`config.mk`:
```
export PLATFORM = sky130hd
export DESIGN_NAME = uri_percent_decoder_top
export DESIGN_NICKNAME = d
export VERILOG_FILES = /design/src/rtl/core/upd_pkg.sv /design/src/rtl/core/upd_in_stage.sv /design/src/rtl/core/upd_decode.sv /design/src/rtl/core/upd_out_stage.sv /design/src/rtl/core/uri_percent_decoder_top.sv
export SDC_FILE = /design/constraint.sdc
export NUM_CORES = 1
export LEC_CHECK = 0
export BUFFER_PORTS_ARGS = -buffer_cell sky130_fd_sc_hd__buf_4
export CAP_MARGIN = 20
export CORE_ASPECT_RATIO = 1.2
export CORE_MARGIN = 10
export CORE_UTILIZATION = 46
export CTS_BUF_LIST = sky130_fd_sc_hd__clkbuf_4
export CTS_CLUSTER_SIZE = 40
export DETAILED_ROUTE_END_ITERATION = 8
export GPL_TIMING_DRIVEN = 0
export PLACE_DENSITY_LB_ADDON = 0.12
export SYNTH_ARGS = -nofsm -noshare
export SYNTH_HDL_FRONTEND = slang
export SYNTH_SLANG_ARGS = --single-unit
```
`constraint.sdc`:
```
create_clock -name clk -period 2.4 [get_ports clk]
set_input_delay 0.12 -clock clk [delete_from_list [all_inputs] [get_ports clk]]
set_output_delay 0.12 -clock clk [all_outputs]
set_load 0.02 [all_outputs]
```
`src/rtl/core/upd_pkg.sv`:
```
// ----------------------------------------------------------------------------
// upd_pkg
// Types, character codes and helpers shared by the percent decoder modules.
// ----------------------------------------------------------------------------
`default_nettype none

package upd_pkg;

    localparam logic [7:0] CH_NUL     = 8'h00;
    localparam logic [7:0] CH_PERCENT = 8'h25;
    localparam logic [7:0] CH_PLUS    = 8'h2B;
    localparam logic [7:0] CH_SPACE   = 8'h20;
    localparam logic [7:0] CH_ZERO    = 8'h30;
    localparam logic [7:0] CH_NINE    = 8'h39;
    localparam logic [7:0] CH_UPPER_A = 8'h41;
    localparam logic [7:0] CH_UPPER_Z = 8'h5A;
    localparam logic [7:0] CH_LOWER_A = 8'h61;
    localparam logic [7:0] CASE_BIT   = 8'h20;
    localparam logic [7:0] HEX_TEN    = 8'h0A;

    typedef enum logic [1:0] {
        PH_IDLE = 2'd0,
        PH_HIGH = 2'd1,
        PH_LOW  = 2'd2
    } phase_t;

    typedef struct packed {
        logic [7:0] in_byte;
        logic       in_last;
    } item_t;

    typedef struct packed {
        logic       out_valid;
        logic [7:0] out_byte;
        logic       out_last;
    } result_t;

    typedef struct packed {
        phase_t     phase;
        logic [7:0] high_digit;
    } dec_status_t;

    // digit value, letters case-folded; anything else just wraps
    function automatic logic [7:0] hexval(input logic [7:0] c);
        logic [7:0] v;
        v = c;
        if (c >= CH_ZERO && c <= CH_NINE)
        begin
            hexval = c - CH_ZERO;
        end
        else
        begin
            if (c >= CH_UPPER_A && c <= CH_UPPER_Z)
            begin
                v = c + CASE_BIT;
            end
            hexval = v - CH_LOWER_A + HEX_TEN;
        end
    endfunction

endpackage

`default_nettype wire

```
`src/rtl/core/upd_in_stage.sv`:
```
// ----------------------------------------------------------------------------
// upd_in_stage
// Input register: holds one encoded byte request until the decoder takes it.
// ----------------------------------------------------------------------------
`default_nettype none

module upd_in_stage (
    input  wire logic           clk,
    input  wire logic           rst_n,
    input  wire logic           up_valid,
    output logic                up_ready,
    input  wire upd_pkg::item_t up_data,
    output logic                down_valid,
    input  wire logic           down_ready,
    output upd_pkg::item_t      down_data
);

    logic           valid_reg;
    logic           valid_next;
    upd_pkg::item_t data_reg;

    assign up_ready   = !valid_reg || down_ready;
    assign down_valid = valid_reg;
    assign down_data  = data_reg;

    always_comb
    begin
        valid_next = valid_reg;
        if (up_ready)
        begin
            valid_next = up_valid;
        end
    end

    always_ff @(posedge clk or negedge rst_n)
    begin
        if (!rst_n)
        begin
            valid_reg <= 1'b0;
        end
        else
        begin
            valid_reg <= valid_next;
        end
    end

    always_ff @(posedge clk)
    begin
        if (up_valid && up_ready)
        begin
            data_reg <= up_data;
        end
    end

endmodule

`default_nettype wire

```
`src/rtl/core/upd_decode.sv`:
```
// ----------------------------------------------------------------------------
// upd_decode
// Escape tracking and byte mapping; state moves when a request is consumed.
// ----------------------------------------------------------------------------
`default_nettype none

module upd_decode (
    input  wire logic             clk,
    input  wire logic             rst_n,
    input  wire logic             fire,
    input  wire upd_pkg::item_t   item,
    output upd_pkg::result_t      result,
    output upd_pkg::dec_status_t  status
);

    upd_pkg::phase_t phase_reg;
    upd_pkg::phase_t phase_next;
    logic [7:0]      high_reg;
    logic [7:0]      high_next;
    logic            is_escape;
    logic [7:0]      plain_byte;
    logic [7:0]      hex_high;
    logic [7:0]      hex_low;

    assign is_escape  = item.in_byte inside {upd_pkg::CH_PERCENT, upd_pkg::CH_NUL};
    assign plain_byte = (item.in_byte == upd_pkg::CH_PLUS) ? upd_pkg::CH_SPACE
                                                           : item.in_byte;
    assign hex_high   = upd_pkg::hexval(high_reg);
    assign hex_low    = upd_pkg::hexval(item.in_byte);

    always_comb
    begin
        phase_next       = phase_reg;
        high_next        = high_reg;
        result.out_valid = 1'b0;
        result.out_byte  = 8'h00;
        result.out_last  = item.in_last;
        case (phase_reg)
            upd_pkg::PH_HIGH:
            begin
                if (item.in_last)
                begin
                    // escape cut short: drop it, decode this byte as plain text unless it is an opener
                    result.out_valid = !is_escape;
                    result.out_byte  = is_escape ? 8'h00 : plain_byte;
                    phase_next       = upd_pkg::PH_IDLE;
                end
                else
                begin
                    high_next  = item.in_byte;
                    phase_next = upd_pkg::PH_LOW;
                end
            end
            upd_pkg::PH_LOW:
            begin
                result.out_valid = 1'b1;
                result.out_byte  = (hex_high << 4) | hex_low;
                phase_next       = upd_pkg::PH_IDLE;
            end
            default:
            begin
                phase_next = upd_pkg::PH_IDLE;
                if (!is_escape)
                begin
                    result.out_valid = 1'b1;
                    result.out_byte  = plain_byte;
                end
                else if (!item.in_last)
                begin
                    phase_next = upd_pkg::PH_HIGH;
                end
            end
        endcase
        if (item.in_last)
        begin
            phase_next = upd_pkg::PH_IDLE;
        end
    end

    always_ff @(posedge clk or negedge rst_n)
    begin
        if (!rst_n)
        begin
            phase_reg <= upd_pkg::PH_IDLE;
            high_reg  <= 8'h00;
        end
        else if (fire)
        begin
            phase_reg <= phase_next;
            high_reg  <= high_next;
        end
    end

    assign status.phase      = phase_reg;
    assign status.high_digit = high_reg;

endmodule

`default_nettype wire

```
`src/rtl/core/upd_out_stage.sv`:
```
// ----------------------------------------------------------------------------
// upd_out_stage
// Result register: holds one decoded result until the receiver takes it.
// ----------------------------------------------------------------------------
`default_nettype none

module upd_out_stage (
    input  wire logic             clk,
    input  wire logic             rst_n,
    input  wire logic             up_valid,
    output logic                  up_ready,
    input  wire upd_pkg::result_t up_data,
    output logic                  down_valid,
    input  wire logic             down_ready,
    output upd_pkg::result_t      down_data
);

    logic             valid_reg;
    logic             valid_next;
    upd_pkg::result_t data_reg;

    assign up_ready   = !valid_reg || down_ready;
    assign down_valid = valid_reg;
    assign down_data  = data_reg;

    always_comb
    begin
        valid_next = valid_reg;
        if (up_ready)
        begin
            valid_next = up_valid;
        end
    end

    always_ff @(posedge clk or negedge rst_n)
    begin
        if (!rst_n)
        begin
            valid_reg <= 1'b0;
        end
        else
        begin
            valid_reg <= valid_next;
        end
    end

    always_ff @(posedge clk)
    begin
        if (up_valid && up_ready)
        begin
            data_reg <= up_data;
        end
    end

endmodule

`default_nettype wire

```
`src/rtl/core/uri_percent_decoder_top.sv`:
```
// ----------------------------------------------------------------------------
// uri_percent_decoder_top
// Streaming percent decoder for URL-encoded text, one byte per request.
//
// The item channel (item_valid / item_ready / item) carries one encoded byte
// and its end-of-text flag per request. The result channel (result_valid /
// result_ready / result) returns exactly one result per request, in order:
// a decoded byte with its own out_valid flag, or out_valid low when the byte
// was swallowed by an escape.
// A taken request is held in the input register, decoded from it, and lands
// in the result register, where the receiver can take it. Throughput is one
// request per cycle while the receiver does not stall, set by the single
// decode pass between the two registers.
// When the receiver stalls, the result register holds and the input register
// still takes one more request; item_ready drops only when both are full.
// Reset clears both registers' valid flags and returns to outside an escape.
// ----------------------------------------------------------------------------
`default_nettype none

module uri_percent_decoder_top (
    input  wire logic             clk,
    input  wire logic             rst_n,
    input  wire logic             item_valid,
    output logic                  item_ready,
    input  wire upd_pkg::item_t   item,
    output logic                  result_valid,
    input  wire logic             result_ready,
    output upd_pkg::result_t      result
);

    logic                 held_valid;
    logic                 held_ready;
    upd_pkg::item_t       held_item;
    upd_pkg::result_t     dec_result;
    upd_pkg::dec_status_t dec_status;
    logic                 advance;

    upd_in_stage u_in_stage (
        .clk        (clk),
        .rst_n      (rst_n),
        .up_valid   (item_valid),
        .up_ready   (item_ready),
        .up_data    (item),
        .down_valid (held_valid),
        .down_ready (held_ready),
        .down_data  (held_item)
    );

    assign advance = held_valid && held_ready;

    upd_decode u_decode (
        .clk    (clk),
        .rst_n  (rst_n),
        .fire   (advance),
        .item   (held_item),
        .result (dec_result),
        .status (dec_status)
    );

    upd_out_stage u_out_stage (
        .clk        (clk),
        .rst_n      (rst_n),
        .up_valid   (held_valid),
        .up_ready   (held_ready),
        .up_data    (dec_result),
        .down_valid (result_valid),
        .down_ready (result_ready),
        .down_data  (result)
    );

    // an empty result slot never carries a stray byte
    a_idle_byte_zero : assert property (@(posedge clk) disable iff (!rst_n)
        result_valid && !result.out_valid |-> result.out_byte == 8'h00)
        else $error("result without a byte has nonzero out_byte");

    // end of text always closes any open escape
    a_last_closes : assert property (@(posedge clk) disable iff (!rst_n)
        advance && held_item.in_last |=> dec_status.phase == upd_pkg::PH_IDLE)
        else $error("escape still open after last byte");

    // the low digit of an escape always yields a decoded byte
    a_low_digit_out : assert property (@(posedge clk) disable iff (!rst_n)
        advance && dec_status.phase == upd_pkg::PH_LOW
        |=> result_valid && result.out_valid)
        else $error("low escape digit gave no decoded byte");

    // backpressure reaches the sender only when both registers are full
    a_ready_drop : assert property (@(posedge clk) disable iff (!rst_n)
        !item_ready |-> held_valid && result_valid && !result_ready)
        else $error("item_ready low with room in the pipeline");

    // the held high digit moves only when an escape takes its first digit
    a_high_hold : assert property (@(posedge clk) disable iff (!rst_n)
        !(advance && dec_status.phase == upd_pkg::PH_HIGH)
        |=> $stable(dec_status.high_digit))
        else $error("high digit changed outside an escape");

endmodule

`default_nettype wire

```
==> impl_metrics.json <==
{
  "htreeDepth": 2,
  "min_from": "result_ready",
  "grt_overflow": 0,
  "gr-usage-all-layers_pct": 12.58,
  "fmax_ghz": 0.4352,
  "timing.final.hold_violations": 0,
  "crit_end": "u_out_stage.down_data[8]",
  "cts.sinks": 31,
  "fin_skew_ps": 12.17,
  "rows": 25,
  "start_kind": "flop",
  "r2r_slack_ps": 100,
  "critical_path_class": "flop to flop",
  "cts_tree": "done",
  "route.detailed.drc": 0,
  "netlist_instances": 181,
  "fin_nets": 263,
  "grt_pass1_wl_um": 7314,
  "worstSetupStartpoint": "u_in_stage.down_data[5]",
  "synth_edf_count": 19,
  "hold_class": "input port to flop",
  "drive_gt1_share_pct": 26.92,
  "slew_violations": 0,
  "relSlewSlack_pct": 61.88,
  "die_h_um": 91.22,
  "status": "finished, final reports clean",
  "power_density_mw_per_mm2": 473.8,
  "first_global_vias": 1561,
  "largest_reg_flops": 10,
  "first_iter_violations": 66,
  "worstMarginPinSlew_ps": 570.8,
  "syn-cell-area_mm2": 0.001944,
  "fin_ws_ps": 102.3,
  "syn_to_final_growth_pct": 25.68,
  "yosysWarnings": 0,
  "dr.pass1.iters": 4,
  "via_per_inst": 5.313,
  "reg2reg_depth": 9,
  "power_frac_seq_pct": 53.6,
  "synth.most_common_cell": "nand2_1",
  "start_util_pct": 48.56,
  "multiInputGateArea_um2": 989.7,
  "die-area_mm2": 0.007238,
  "p_leak_nw": 1.016,
  "synth_area_per_cell_um2": 10.74,
  "synthTopCellsByArea": "edfxtp_1 29%, dfrtp_1 15%, ha_1 11%",
  "ys_async_sr_fraction_pct": 38.71,
  "final_util_pct": 61.03,
  "antenna_found_initial": 0,
  "fin_crit_ps": 2298,
  "post_drt_wl_per_cell_um": 15.05,
  "clockRootBuffer": "clkbuf_4",
  "port_buffers": 24,
  "grt_max_degree": 14,
  "finalWirelength_um": 4333,
  "yosys.area.top_type": "edfxtp_1",
  "cts_buffer_depth": 2,
  "regArea_um2": 870.8,
  "synth_nets": 211,
  "path_clk_slew_ps": 100,
  "synth_common_cells": "21 x nand2_1, 19 x edfxtp_1, 17 x ha_1, 13 x inv_1, 13 x o21ai_0",
  "fillCellCount": 366,
  "period_share_pct": 95.74,
  "ys_types": 52,
  "crit_fanout": 8,
  "post-place-ws_ps": -50.82,
  "reg2reg_from": "u_in_stage.down_data[5]",
  "switchingPower_uw": 324.8,
  "gp_congestion": 0.8542,
  "core-area_mm2": 0.004004,
  "critPathRequiredTime_ps": 2490,
  "power_frac_clock_pct": 25.6,
  "maxCapViolCount": 0,
  "seq_area_frac_synth_pct": 44.79,
  "die_x_um": 79.35,
  "finalSetupViolCount": 0,
  "place_hpwl_um": 3306,
  "combPwrFrac_pct": 20.8,
  "dr_total_vias": 1530,
  "ys_ff_latch": 31,
  "end_kind": "flop",
  "cts_buffers": 5,
  "cp.arrival_ps": 2390,
  "p_int_uw": 833.1,
  "ant_nets": 0,
  "r2r-end": "u_out_stage.down_data[8]",
  "ys.flop_type": "edfxtp_1",
  "synth_top_area_share_pct": 29.34,
  "io_pins": 25,
  "p_sw_share_pct": 28.05,
  "diodes": 0,
  "irDropWorstVdd_v": 0.0003423,
  "insertion_delay_ps": 330
}
## layout make-up
cell class                 count  share of cell area (%)
tap                           54                   2.765
clock buffer                   6                   1.843
sequential                    31                   35.64
multi-input combinational    131                   40.50
inverter                      13                   1.997
buffer                         6                   1.946
timing repair buffer          45                   14.95
clock inverter                 2                  0.3584
## kinds of logic after synthesis
| family | after synthesis | share of synthesized area, % |
|---|---|---|
| AOI/OAI and AO/OA | 50 | 20.27 |
| xor gates and xnor gates | 5 | 2.252 |
| adders and majority gates | 17 | 10.94 |
| buffers and inverters | 19 | 4.633 |
| DFF | 31 | 44.79 |
| muxes | 4 | 2.252 |
| and+or+nand+nor | 55 | 14.87 |
## layout by cell type (no fill, tap or decap), types with 2 or more instances in the layout
cell | netlist | final
a31oi_1 | 3 | 3
nand3_1 | 7 | 7
clkbuf_4 | 0 | 6
xnor2_1 | 4 | 4
a21oi_1 | 6 | 6
o21ai_0 | 13 | 13
nor2b_1 | 2 | 2
dfrtp_1 | 12 | 12
nor3_1 | 2 | 2
nand4b_1 | 2 | 2
a21o_1 | 2 | 2
or2_1 | 2 | 2
nand2b_1 | 4 | 4
buf_4 | 0 | 34
o41ai_1 | 2 | 2
nand2_1 | 21 | 21
inv_1 | 13 | 10
o22ai_1 | 2 | 2
inv_2 | 0 | 3
o21ai_1 | 3 | 3
buf_2 | 2 | 2
dlygate4sd3_1 | 0 | 11
o211ai_1 | 2 | 2
ha_1 | 17 | 17
nor2_1 | 5 | 5
mux2_2 | 3 | 3
nand3b_1 | 4 | 4
buf_6 | 2 | 3
edfxtp_1 | 19 | 19
## worst min path at each step
stage / end / slack (ps) / cells after the start
final: u_out_stage.down_valid / 70 / 3
after global routing: u_out_stage.down_valid / 70 / 3
after CTS: u_out_stage.down_valid / 60 / 3
after detailed placement: u_out_stage.down_valid / -30 / 1
after global placement: u_out_stage.down_valid / -30 / 1
after floorplan: u_decode.high_reg[0] / -180 / 0
## critical path, cell delays in order, from the launching register on
cell,delay (ps)
edfxtp_1,430
buf_6,170
inv_2,90
ha_1,160
nand3b_1,140
o31a_1,380
a221oi_2,280
nand4b_1,170
xor2_1,170
o21ai_1,70
## routing by layer
metal  vias up  GRT usage, %  part of all wire [%]
li1        764             -                     -
met1       718         13.50                    41
met2        39         21.39                    51
met3         9         4.241                   5.7
met4         0         6.138                   2.4
met5         -             0                     0
## through the flow
step / hold WS, ps / setup TNS, ps / std cells / area (um^2) / power [mW]
final: 65.40 / 0 / 288 / 2444 / 1.158
after floorplan: -175.6 / 0 / 181 / 1944 / 0.7643
after global placement: -33.49 / 0 / 259 / 2192 / 0.8361
after CTS: 57.74 / 0 / 280 / 2371 / 1.155
after detailed placement: -26.40 / -50.82 / 259 / 2192 / 0.8419
after global routing: 66.35 / -37.38 / 288 / 2444 / 1.225
## power by group through the flow
stage | logic (mW) | clock network [mW] | registers, mW
final | 0.241 | 0.296 | 0.621
after global routing | 0.264 | 0.336 | 0.625
after CTS | 0.225 | 0.306 | 0.623
after detailed placement | 0.204 | 0 | 0.638
after global placement | 0.199 | 0 | 0.637
after floorplan | 0.115 | 0 | 0.650
## timing repair
item	in CTS	in global routing
endpoints found under the setup margin	1	4
gates resized for setup	1	7
hold buffers	11	0
hold endpoints to repair	22	0
pin swaps	0	3
setup buffers	2	8
Power figures use the tool's default switching activity.
